==> src/rtl/s256_pkg.sv <==
// ----------------------------------------------------------------------------
// s256_pkg
// Shared types, constants and round functions for the SHA-256 byte hasher.
// ----------------------------------------------------------------------------
package s256_pkg;

    localparam int BLOCK_BITS = 512;
    localparam int WORD_BITS  = 32;
    localparam int HASH_WORDS = 8;
    localparam int SCHED_WORDS = 16;
    localparam int LEN_BITS   = 64;
    localparam int MSG_BITS   = 61;

    localparam logic [5:0] LAST_SLOT  = 6'd63;
    localparam logic [5:0] LEN_OFFSET = 6'd56;
    localparam logic [7:0] PAD_BYTE   = 8'h80;

    // request codes
    localparam logic REQ_DATA   = 1'b0;
    localparam logic REQ_FINISH = 1'b1;

    typedef logic [HASH_WORDS-1:0][WORD_BITS-1:0]  hash_t;
    typedef logic [SCHED_WORDS-1:0][WORD_BITS-1:0] sched_t;

    typedef enum logic [2:0] {
        ST_IDLE,
        ST_PAD,
        ST_LOAD,
        ST_COMP,
        ST_EMIT
    } s256_state_t;

    // initial hash values, word 0 at index 0
    localparam hash_t H_INIT = {
        32'h5be0cd19, 32'h1f83d9ab, 32'h9b05688c, 32'h510e527f,
        32'ha54ff53a, 32'h3c6ef372, 32'hbb67ae85, 32'h6a09e667
    };

    function automatic logic [31:0] big_sigma0(input logic [31:0] x);
        big_sigma0 = {x[1:0], x[31:2]} ^ {x[12:0], x[31:13]} ^ {x[21:0], x[31:22]};
    endfunction

    function automatic logic [31:0] big_sigma1(input logic [31:0] x);
        big_sigma1 = {x[5:0], x[31:6]} ^ {x[10:0], x[31:11]} ^ {x[24:0], x[31:25]};
    endfunction

    function automatic logic [31:0] small_sigma0(input logic [31:0] x);
        small_sigma0 = {x[6:0], x[31:7]} ^ {x[17:0], x[31:18]} ^ {3'b000, x[31:3]};
    endfunction

    function automatic logic [31:0] small_sigma1(input logic [31:0] x);
        small_sigma1 = {x[16:0], x[31:17]} ^ {x[18:0], x[31:19]} ^ {10'd0, x[31:10]};
    endfunction

    // round constants
    function automatic logic [31:0] round_k(input logic [5:0] idx);
        case (idx)
            6'd0:  round_k = 32'h428a2f98;
            6'd1:  round_k = 32'h71374491;
            6'd2:  round_k = 32'hb5c0fbcf;
            6'd3:  round_k = 32'he9b5dba5;
            6'd4:  round_k = 32'h3956c25b;
            6'd5:  round_k = 32'h59f111f1;
            6'd6:  round_k = 32'h923f82a4;
            6'd7:  round_k = 32'hab1c5ed5;
            6'd8:  round_k = 32'hd807aa98;
            6'd9:  round_k = 32'h12835b01;
            6'd10: round_k = 32'h243185be;
            6'd11: round_k = 32'h550c7dc3;
            6'd12: round_k = 32'h72be5d74;
            6'd13: round_k = 32'h80deb1fe;
            6'd14: round_k = 32'h9bdc06a7;
            6'd15: round_k = 32'hc19bf174;
            6'd16: round_k = 32'he49b69c1;
            6'd17: round_k = 32'hefbe4786;
            6'd18: round_k = 32'h0fc19dc6;
            6'd19: round_k = 32'h240ca1cc;
            6'd20: round_k = 32'h2de92c6f;
            6'd21: round_k = 32'h4a7484aa;
            6'd22: round_k = 32'h5cb0a9dc;
            6'd23: round_k = 32'h76f988da;
            6'd24: round_k = 32'h983e5152;
            6'd25: round_k = 32'ha831c66d;
            6'd26: round_k = 32'hb00327c8;
            6'd27: round_k = 32'hbf597fc7;
            6'd28: round_k = 32'hc6e00bf3;
            6'd29: round_k = 32'hd5a79147;
            6'd30: round_k = 32'h06ca6351;
            6'd31: round_k = 32'h14292967;
            6'd32: round_k = 32'h27b70a85;
            6'd33: round_k = 32'h2e1b2138;
            6'd34: round_k = 32'h4d2c6dfc;
            6'd35: round_k = 32'h53380d13;
            6'd36: round_k = 32'h650a7354;
            6'd37: round_k = 32'h766a0abb;
            6'd38: round_k = 32'h81c2c92e;
            6'd39: round_k = 32'h92722c85;
            6'd40: round_k = 32'ha2bfe8a1;
            6'd41: round_k = 32'ha81a664b;
            6'd42: round_k = 32'hc24b8b70;
            6'd43: round_k = 32'hc76c51a3;
            6'd44: round_k = 32'hd192e819;
            6'd45: round_k = 32'hd6990624;
            6'd46: round_k = 32'hf40e3585;
            6'd47: round_k = 32'h106aa070;
            6'd48: round_k = 32'h19a4c116;
            6'd49: round_k = 32'h1e376c08;
            6'd50: round_k = 32'h2748774c;
            6'd51: round_k = 32'h34b0bcb5;
            6'd52: round_k = 32'h391c0cb3;
            6'd53: round_k = 32'h4ed8aa4a;
            6'd54: round_k = 32'h5b9cca4f;
            6'd55: round_k = 32'h682e6ff3;
            6'd56: round_k = 32'h748f82ee;
            6'd57: round_k = 32'h78a5636f;
            6'd58: round_k = 32'h84c87814;
            6'd59: round_k = 32'h8cc70208;
            6'd60: round_k = 32'h90befffa;
            6'd61: round_k = 32'ha4506ceb;
            6'd62: round_k = 32'hbef9a3f7;
            6'd63: round_k = 32'hc67178f2;
            default: round_k = '0;
        endcase
    endfunction

endpackage

==> src/rtl/s256_req_if.sv <==
// ----------------------------------------------------------------------------
// s256_req_if
// Request channel: one beat appends a byte or finishes the message.
// ----------------------------------------------------------------------------
interface s256_req_if;
    logic       valid;
    logic       ready;
    logic       req_type;
    logic [7:0] data_byte;

    modport source (output valid, output req_type, output data_byte, input ready);
    modport sink   (input valid, input req_type, input data_byte, output ready);
endinterface

==> src/rtl/s256_dig_if.sv <==
// ----------------------------------------------------------------------------
// s256_dig_if
// Digest channel: one beat carries the 256-bit digest in four parts.
// ----------------------------------------------------------------------------
interface s256_dig_if;
    logic        valid;
    logic        ready;
    logic [63:0] digest_part0;
    logic [63:0] digest_part1;
    logic [63:0] digest_part2;
    logic [63:0] digest_part3;

    modport source (output valid, output digest_part0, output digest_part1,
                    output digest_part2, output digest_part3, input ready);
    modport sink   (input valid, input digest_part0, input digest_part1,
                    input digest_part2, input digest_part3, output ready);
endinterface

==> src/rtl/s256_round_core.sv <==
// ----------------------------------------------------------------------------
// s256_round_core
// Iterative compression: one round per cycle, with a sliding
// 16-word message schedule window.
// ----------------------------------------------------------------------------
module s256_round_core
    import s256_pkg::*;
(
    input  logic                  clk,
    input  logic                  rst_n,
    input  logic                  start,
    input  logic [BLOCK_BITS-1:0] block,
    input  hash_t                 hash_in,
    output logic                  busy,
    output logic                  done,
    output hash_t                 v_out
);

    logic       busy_reg, busy_next;
    logic       done_reg, done_next;
    logic [5:0] round_reg, round_next;
    hash_t      v_reg, v_next;
    sched_t     w_reg, w_next;

    logic [31:0] t1;
    logic [31:0] t2;
    logic [31:0] ch;
    logic [31:0] maj;
    logic [31:0] w_new;

    // round datapath and schedule expansion
    always_comb
    begin
        ch    = (v_reg[4] & v_reg[5]) ^ (~v_reg[4] & v_reg[6]);
        maj   = (v_reg[0] & v_reg[1]) ^ (v_reg[0] & v_reg[2]) ^ (v_reg[1] & v_reg[2]);
        t1    = v_reg[7] + big_sigma1(v_reg[4]) + ch + round_k(round_reg) + w_reg[0];
        t2    = big_sigma0(v_reg[0]) + maj;
        w_new = w_reg[0] + small_sigma0(w_reg[1]) + w_reg[9] + small_sigma1(w_reg[14]);
    end

    // sequencer
    always_comb
    begin
        busy_next  = busy_reg;
        done_next  = 1'b0;
        round_next = round_reg;
        v_next     = v_reg;
        w_next     = w_reg;
        if (start)
        begin
            busy_next  = 1'b1;
            round_next = '0;
            v_next     = hash_in;
            for (int j = 0; j < SCHED_WORDS; j++)
            begin
                w_next[j] = block[BLOCK_BITS-1-WORD_BITS*j -: WORD_BITS];
            end
        end
        else if (busy_reg)
        begin
            v_next[7] = v_reg[6];
            v_next[6] = v_reg[5];
            v_next[5] = v_reg[4];
            v_next[4] = v_reg[3] + t1;
            v_next[3] = v_reg[2];
            v_next[2] = v_reg[1];
            v_next[1] = v_reg[0];
            v_next[0] = t1 + t2;
            for (int j = 0; j < SCHED_WORDS - 1; j++)
            begin
                w_next[j] = w_reg[j+1];
            end
            w_next[SCHED_WORDS-1] = w_new;
            round_next = round_reg + 6'd1;
            if (round_reg == LAST_SLOT)
            begin
                busy_next = 1'b0;
                done_next = 1'b1;
            end
        end
    end

    // control registers
    always_ff @(posedge clk or negedge rst_n)
    begin
        if (!rst_n)
        begin
            busy_reg  <= 1'b0;
            done_reg  <= 1'b0;
            round_reg <= '0;
        end
        else
        begin
            busy_reg  <= busy_next;
            done_reg  <= done_next;
            round_reg <= round_next;
        end
    end

    // working variables and schedule window
    always_ff @(posedge clk)
    begin
        v_reg <= v_next;
        w_reg <= w_next;
    end

    assign busy  = busy_reg;
    assign done  = done_reg;
    assign v_out = v_reg;

endmodule

==> src/rtl/sha256_byte_stream_hasher.sv <==
// ----------------------------------------------------------------------------
// sha256_byte_stream_hasher
// SHA-256 over a byte stream, one byte per request beat, digest on finish.
// Ready: the byte that fills a block holds ready low while the block is loaded
// into the round core, its 64 rounds run and the hash is updated.
// New bytes are taken only while no block is being padded or compressed.
// Finish: pad and length bytes shift in at one per cycle, then one or two
// compressions follow; the digest then sits in an output register.
// Reset: rst_n clears control and loads the initial hash values.
// ----------------------------------------------------------------------------
module sha256_byte_stream_hasher
    import s256_pkg::*;
(
    input  logic         clk,
    input  logic         rst_n,
    s256_req_if.sink     req,
    s256_dig_if.source   dig
);

    s256_state_t state_reg, state_next;

    logic [BLOCK_BITS-1:0] blk_reg, blk_next;
    logic [5:0]            fill_reg, fill_next;
    logic [MSG_BITS-1:0]   msg_reg, msg_next;
    logic [LEN_BITS-1:0]   len_reg, len_next;
    hash_t                 hash_reg, hash_next;
    logic                  fin_reg, fin_next;
    logic                  len_ok_reg, len_ok_next;
    logic                  len_done_reg, len_done_next;

    logic                  out_valid_reg, out_valid_next;
    logic [63:0]           out0_reg, out0_next;
    logic [63:0]           out1_reg, out1_next;
    logic [63:0]           out2_reg, out2_next;
    logic [63:0]           out3_reg, out3_next;

    logic                  req_beat;
    logic                  core_start;
    logic                  core_busy;
    logic                  core_done;
    hash_t                 core_v;
    logic                  len_slot;
    logic [7:0]            pad_byte;

    s256_round_core u_core (
        .clk     (clk),
        .rst_n   (rst_n),
        .start   (core_start),
        .block   (blk_reg),
        .hash_in (hash_reg),
        .busy    (core_busy),
        .done    (core_done),
        .v_out   (core_v)
    );

    assign req.ready  = (state_reg == ST_IDLE);
    assign req_beat   = req.valid && req.ready;
    assign core_start = (state_reg == ST_LOAD);

    // length bytes go into the last eight slots of the final block
    assign len_slot = len_ok_reg && (fill_reg >= LEN_OFFSET);
    assign pad_byte = len_slot ? len_reg[LEN_BITS-1 -: 8] : 8'h00;

    // next state and datapath
    always_comb
    begin
        state_next     = state_reg;
        blk_next       = blk_reg;
        fill_next      = fill_reg;
        msg_next       = msg_reg;
        len_next       = len_reg;
        hash_next      = hash_reg;
        fin_next       = fin_reg;
        len_ok_next    = len_ok_reg;
        len_done_next  = len_done_reg;
        out_valid_next = out_valid_reg;
        out0_next      = out0_reg;
        out1_next      = out1_reg;
        out2_next      = out2_reg;
        out3_next      = out3_reg;

        if (out_valid_reg && dig.ready)
        begin
            out_valid_next = 1'b0;
        end

        case (state_reg)
            ST_IDLE:
            begin
                if (req_beat)
                begin
                    fill_next = fill_reg + 6'd1;
                    if (req.req_type == REQ_DATA)
                    begin
                        blk_next = {blk_reg[BLOCK_BITS-9:0], req.data_byte};
                        msg_next = msg_reg + 61'd1;
                    end
                    else
                    begin
                        blk_next      = {blk_reg[BLOCK_BITS-9:0], PAD_BYTE};
                        len_next      = {msg_reg, 3'b000};
                        fin_next      = 1'b1;
                        len_ok_next   = (fill_reg < LEN_OFFSET);
                        len_done_next = 1'b0;
                    end
                    if (fill_reg == LAST_SLOT)
                    begin
                        state_next = ST_LOAD;
                    end
                    else if (req.req_type == REQ_FINISH)
                    begin
                        state_next = ST_PAD;
                    end
                end
            end

            // zero fill and length, one byte per cycle
            ST_PAD:
            begin
                blk_next  = {blk_reg[BLOCK_BITS-9:0], pad_byte};
                fill_next = fill_reg + 6'd1;
                if (len_slot)
                begin
                    len_next = {len_reg[LEN_BITS-9:0], 8'h00};
                end
                if (fill_reg == LAST_SLOT)
                begin
                    state_next = ST_LOAD;
                    if (len_ok_reg)
                    begin
                        len_done_next = 1'b1;
                    end
                end
            end

            ST_LOAD:
            begin
                state_next = ST_COMP;
            end

            // wait for the rounds, then fold into the hash
            ST_COMP:
            begin
                if (core_done)
                begin
                    for (int j = 0; j < HASH_WORDS; j++)
                    begin
                        hash_next[j] = hash_reg[j] + core_v[j];
                    end
                    if (!fin_reg)
                    begin
                        state_next = ST_IDLE;
                    end
                    else if (len_done_reg)
                    begin
                        state_next = ST_EMIT;
                    end
                    else
                    begin
                        len_ok_next = 1'b1;
                        state_next  = ST_PAD;
                    end
                end
            end

            // hand the digest to the output register and start a new message
            ST_EMIT:
            begin
                if (!out_valid_reg || dig.ready)
                begin
                    out_valid_next = 1'b1;
                    out0_next      = {hash_reg[0], hash_reg[1]};
                    out1_next      = {hash_reg[2], hash_reg[3]};
                    out2_next      = {hash_reg[4], hash_reg[5]};
                    out3_next      = {hash_reg[6], hash_reg[7]};
                    hash_next      = H_INIT;
                    fill_next      = '0;
                    msg_next       = '0;
                    fin_next       = 1'b0;
                    len_ok_next    = 1'b0;
                    len_done_next  = 1'b0;
                    state_next     = ST_IDLE;
                end
            end

            default:
            begin
                state_next = ST_IDLE;
            end
        endcase
    end

    // control registers
    always_ff @(posedge clk or negedge rst_n)
    begin
        if (!rst_n)
        begin
            state_reg     <= ST_IDLE;
            fill_reg      <= '0;
            msg_reg       <= '0;
            hash_reg      <= H_INIT;
            fin_reg       <= 1'b0;
            len_ok_reg    <= 1'b0;
            len_done_reg  <= 1'b0;
            out_valid_reg <= 1'b0;
        end
        else
        begin
            state_reg     <= state_next;
            fill_reg      <= fill_next;
            msg_reg       <= msg_next;
            hash_reg      <= hash_next;
            fin_reg       <= fin_next;
            len_ok_reg    <= len_ok_next;
            len_done_reg  <= len_done_next;
            out_valid_reg <= out_valid_next;
        end
    end

    // payload registers
    always_ff @(posedge clk)
    begin
        blk_reg  <= blk_next;
        len_reg  <= len_next;
        out0_reg <= out0_next;
        out1_reg <= out1_next;
        out2_reg <= out2_next;
        out3_reg <= out3_next;
    end

    assign dig.valid        = out_valid_reg;
    assign dig.digest_part0 = out0_reg;
    assign dig.digest_part1 = out1_reg;
    assign dig.digest_part2 = out2_reg;
    assign dig.digest_part3 = out3_reg;

    // the round core only runs while the sequencer waits for it
    a_core_in_comp: assert property (@(posedge clk) disable iff (!rst_n)
        (core_busy || core_done) |-> (state_reg == ST_COMP))
        else $error("round core active outside compress state");

    // a finished digest restarts the message from the initial hash
    a_emit_restart: assert property (@(posedge clk) disable iff (!rst_n)
        (state_reg == ST_EMIT && state_next == ST_IDLE)
        |=> (fill_reg == '0 && msg_reg == '0 && hash_reg == H_INIT && out_valid_reg))
        else $error("message state not restarted after digest");

    // a padding block without the length is always followed by one with it
    a_second_pad: assert property (@(posedge clk) disable iff (!rst_n)
        (state_reg == ST_COMP && core_done && fin_reg && !len_done_reg)
        |=> (state_reg == ST_PAD && fill_reg == '0 && len_ok_reg))
        else $error("missing length block after padding overflow");

endmodule

==> src/flat_wrapper.sv <==
// flat-port wrapper written by rule: the top's interface ports become plain ports
module sha256_byte_stream_hasher_flat import s256_pkg::*;
  (clk, rst_n, req_valid, req_req_type, req_data_byte, req_ready, dig_valid, dig_digest_part0, dig_digest_part1, dig_digest_part2, dig_digest_part3, dig_ready);
  s256_req_if req_i ();
  s256_dig_if dig_i ();
  input  logic clk;
  input  logic rst_n;
  input wire logic [$bits(req_i.valid)-1:0] req_valid;
  input wire logic [$bits(req_i.req_type)-1:0] req_req_type;
  input wire logic [$bits(req_i.data_byte)-1:0] req_data_byte;
  output wire logic [$bits(req_i.ready)-1:0] req_ready;
  output wire logic [$bits(dig_i.valid)-1:0] dig_valid;
  output wire logic [$bits(dig_i.digest_part0)-1:0] dig_digest_part0;
  output wire logic [$bits(dig_i.digest_part1)-1:0] dig_digest_part1;
  output wire logic [$bits(dig_i.digest_part2)-1:0] dig_digest_part2;
  output wire logic [$bits(dig_i.digest_part3)-1:0] dig_digest_part3;
  input wire logic [$bits(dig_i.ready)-1:0] dig_ready;
  assign req_i.valid = req_valid;
  assign req_i.req_type = req_req_type;
  assign req_i.data_byte = req_data_byte;
  assign req_ready = req_i.ready;
  assign dig_valid = dig_i.valid;
  assign dig_digest_part0 = dig_i.digest_part0;
  assign dig_digest_part1 = dig_i.digest_part1;
  assign dig_digest_part2 = dig_i.digest_part2;
  assign dig_digest_part3 = dig_i.digest_part3;
  assign dig_i.ready = dig_ready;
  sha256_byte_stream_hasher u_core (.clk(clk), .rst_n(rst_n), .req(req_i), .dig(dig_i));
endmodule
==> config.mk <==
export PLATFORM = sky130hd
export DESIGN_NAME = sha256_byte_stream_hasher_flat
export DESIGN_NICKNAME = d
export VERILOG_FILES = /design/src/rtl/s256_pkg.sv /design/src/rtl/s256_req_if.sv /design/src/rtl/s256_dig_if.sv /design/src/rtl/s256_round_core.sv /design/src/rtl/sha256_byte_stream_hasher.sv /design/src/flat_wrapper.sv
export SDC_FILE = /design/constraint.sdc
export NUM_CORES = 2
export LEC_CHECK = 0
export BUFFER_PORTS_ARGS = -buffer_cell sky130_fd_sc_hd__buf_2
export CAP_MARGIN = 20
export CORE_MARGIN = 2
export CORE_UTILIZATION = 29
export CTS_CLUSTER_DIAMETER = 150
export DETAILED_ROUTE_END_ITERATION = 10
export SLEW_MARGIN = 0
export SYNTH_ARGS = -nofsm -noshare
export SYNTH_HDL_FRONTEND = slang
export SYNTH_SLANG_ARGS = --single-unit
==> constraint.sdc <==
create_clock -name clk -period 17.7 [get_ports clk]
set_clock_uncertainty 0.05 [all_clocks]
set_input_delay 1.77 -clock clk [delete_from_list [all_inputs] [get_ports clk]]
set_output_delay 1.77 -clock clk [all_outputs]
set_load 0.01 [all_outputs]
==> results_dict.tcl <==
set metrics [dict create \
    cp-end-kind "flop" \
    async_flop_share_pct 17.5 \
    fin_nets 9807 \
    gp_congestion 0.944 \
    synth.area.mux_share_pct 1.22 \
    clkSlewWorstSetupHoldPaths_ns 0.06 \
    outcome "completed" \
    rsz0062_at_grt "false" \
    synth_fa_ha_area_share_pct 9.02 \
    crit_arrival_ns 10.45 \
    cp-start-kind "flop" \
    die_height_um 588 \
    fmax_mhz 101 \
    syn_inst 9034 \
    path_delay_family "compound AO/OA/AOI/OAI gates" \
    hold_class "reg -> reg" \
    drt_wl_total_mm 300 \
    syn2layout_area_growth_pct 13.5 \
    final-hold-violation-count 0 \
    root_buffer "clkbuf_16" \
    die_area_um2 346000 \
    worst_ep_required_time_ns 18.29 \
    setup_viol 0 \
    cts.sinks 1935 \
    vias_per_cell 4.93 \
    ys_ff_latch 1935 \
    ys_seq_area_share_pct 57.2 \
    clk_latency_ns 0.91 \
    cts.path.max_buffers 4 \
    synthesis.area_um2 98900 \
    cpPeakStageDelay_ns 0.79 \
    htreeDepth 4 \
    cts_tree "built" \
    cap_viol_max_count 0 \
    first_iter_violations 7178 \
    grt_start_max_net_pins 179 \
    finalCritPeriodShare_pct 55.7 \
    grt_pass1_wl_mm 438 \
    finalInstanceArea_um2 112000 \
    nFillCells 34200 \
    start_util_pct 29.1 \
    core_um2 340000 \
    drive_gt1_share_pct 10.0 \
    numCtsBuffers 214 \
    grt_util_all_layers_pct 16.8 \
    worstMarginPinSlew_ns 1.16 \
    avgSynthCellArea_um2 10.9 \
    tns_ns 0 \
    final_cell_mix "nand2_1, edfxtp_1, a21oi_1, o21ai_0, nor2_1" \
    cp_slowest_cell "dfrtp_1" \
    mostFrequentLayoutCell "nand2_1" \
    critical_path_class "reg -> reg" \
    ios 271 \
    holdBufCountCts 0 \
    antenna_found_initial 10 \
    synth_edf_count 1597 \
    port_buffers 270 \
    cts.repair.resized 0 \
    dpl_cell_area_um2 105000 \
    vias 68600 \
    synthFlopType "edfxtp_1" \
    wire_per_inst_um 21.5 \
    ys_warn_count 0 \
    crit_buf_inv 3 \
    antenna_left 0 \
    syn_nets 9640 \
    dp_hpwl_mm 212 \
    drc 0 \
    slew_headroom_pct 22.7 \
    slew_viol_final 0 \
    synth-compound-area-share_pct 10.1 \
    post_synth_and_or_nand_nor_area_fraction_pct 14.0 \
    grt_pass1_vias 64800 \
    netlist-cell-type-count 86 \
    period_needed_ns 9.86 \
    grt-ovfl-total 0 \
    cts_setup_buffers 0 \
    synth_top_family_by_area "simple AND/OR/NAND/NOR gates" \
    rows 214 \
    crit_top_cell "ha_1" \
    fp.dieW_um 588 \
    firstDrtPassIters 8 \
    cp_max_fo 16 \
    yosys.area_share.xor_xnor_pct 5.39 \
]
-- metal layers --
metal	GRT usage, %	vias up	share of wire [%]
li1	-	31800	-
met1	25.2	34100	48
met2	24.9	2290	43
met3	2.39	404	6.5
met4	4.71	2	3.0
met5	0	-	0.0027
-- final cells by class --
type | count | area, um^2 | share of cell area, %
timing repair buffer | 346 | 2020 | 1.80
multi-input combinational | 6314 | 39400 | 35.1
tap | 4536 | 5680 | 5.06
clock inverter | 143 | 1480 | 1.32
sequential | 1935 | 56600 | 50.4
clock buffer | 246 | 5600 | 4.98
inverter | 390 | 1470 | 1.31
antenna | 4 | 10.0 | 0.00892
-- per-stage QoR --
stage               std cells  setup slack, ns  util [%]  hold slack [ns]
floorplan                9034             4.77         -            0.376
global placement        13500             8.04      31.0            0.376
detailed placement      13500             8.09      31.0            0.381
CTS                     13900             8.07      33.1            0.302
global route            13900             7.37      33.1            0.306
finish                  13900             7.84      33.1            0.321
-- cells by family (layout without fill, tap and decap cells) --
logic type | count (synthesis) | in the layout
AOI/OAI and AO/OA | 1624 | 1624
xor gates and xnor gates | 608 | 608
adders and majority gates | 597 | 597
buffers and inverters | 785 | 1125
DFF | 1935 | 1935
muxes | 107 | 107
other | 0 | 4
and+or+nand+nor | 3378 | 3378
-- worst reg2reg max path, delay by kind of cell, from the launching register on --
| family | cells | cell delay [ns] |
|---|---|---|
| AND/OR/NAND/NOR | 5 | 1.03 |
| AO/OA/AOI/OAI | 15 | 4.05 |
| adder cells (fa/ha/maj) | 6 | 2.60 |
| buffers and inverters | 3 | 0.55 |
| flip-flops | 1 | 0.79 |
| XOR/XNOR | 3 | 0.53 |
-- synth_stat cells (36+ instances only) --
master    count  area, um^2
dfstp_2     136        3570
and3_1       44         275
a211oi_1     52         390
nor2b_1      63         394
clkbuf_1    370        1390
nand3_1      80         400
mux2i_1      36         360
edfxtp_1   1597       48000
o21bai_1     48         360
a21oi_1     515        2580
xor2_1      243        2130
ha_1        398        4980
a31oi_1      46         288
nor3_1       99         495
nand2_1    2418        9080
fa_1        195        3900
inv_1       389        1460
o31ai_1      42         315
a21o_1      186        1400
nand4_1      44         275
o21a_1       51         383
nor2_1      438        1640
or3_1        40         250
dfrtp_1     202        5050
o21ai_0     444        2220
mux2_2       67         754
nand2b_1     54         338
xnor2_1     364        3190
-- final timing paths --
check                                            from                       to  slack [ns]  cells after the start
hold reg to reg                   u_core.blk_reg[259]      u_core.blk_reg[267]        0.32                      0
setup / recovery           u_core.u_core.round_reg[1]  u_core.u_core.v_out[31]        7.84                     32
setup reg to reg           u_core.u_core.round_reg[1]  u_core.u_core.v_out[31]        7.84                     32
max in group asynchronous                       rst_n       u_core.msg_reg[56]       14.60                      3
hold / removal                    u_core.blk_reg[259]      u_core.blk_reg[267]        0.32                      0
min in group asynchronous                       rst_n     u_core.hash_reg[168]        0.86                      1
Power is left out: the tool's default activity adds up to more than one toggle a clock period on the data nets, which glitch-free logic cannot reach.
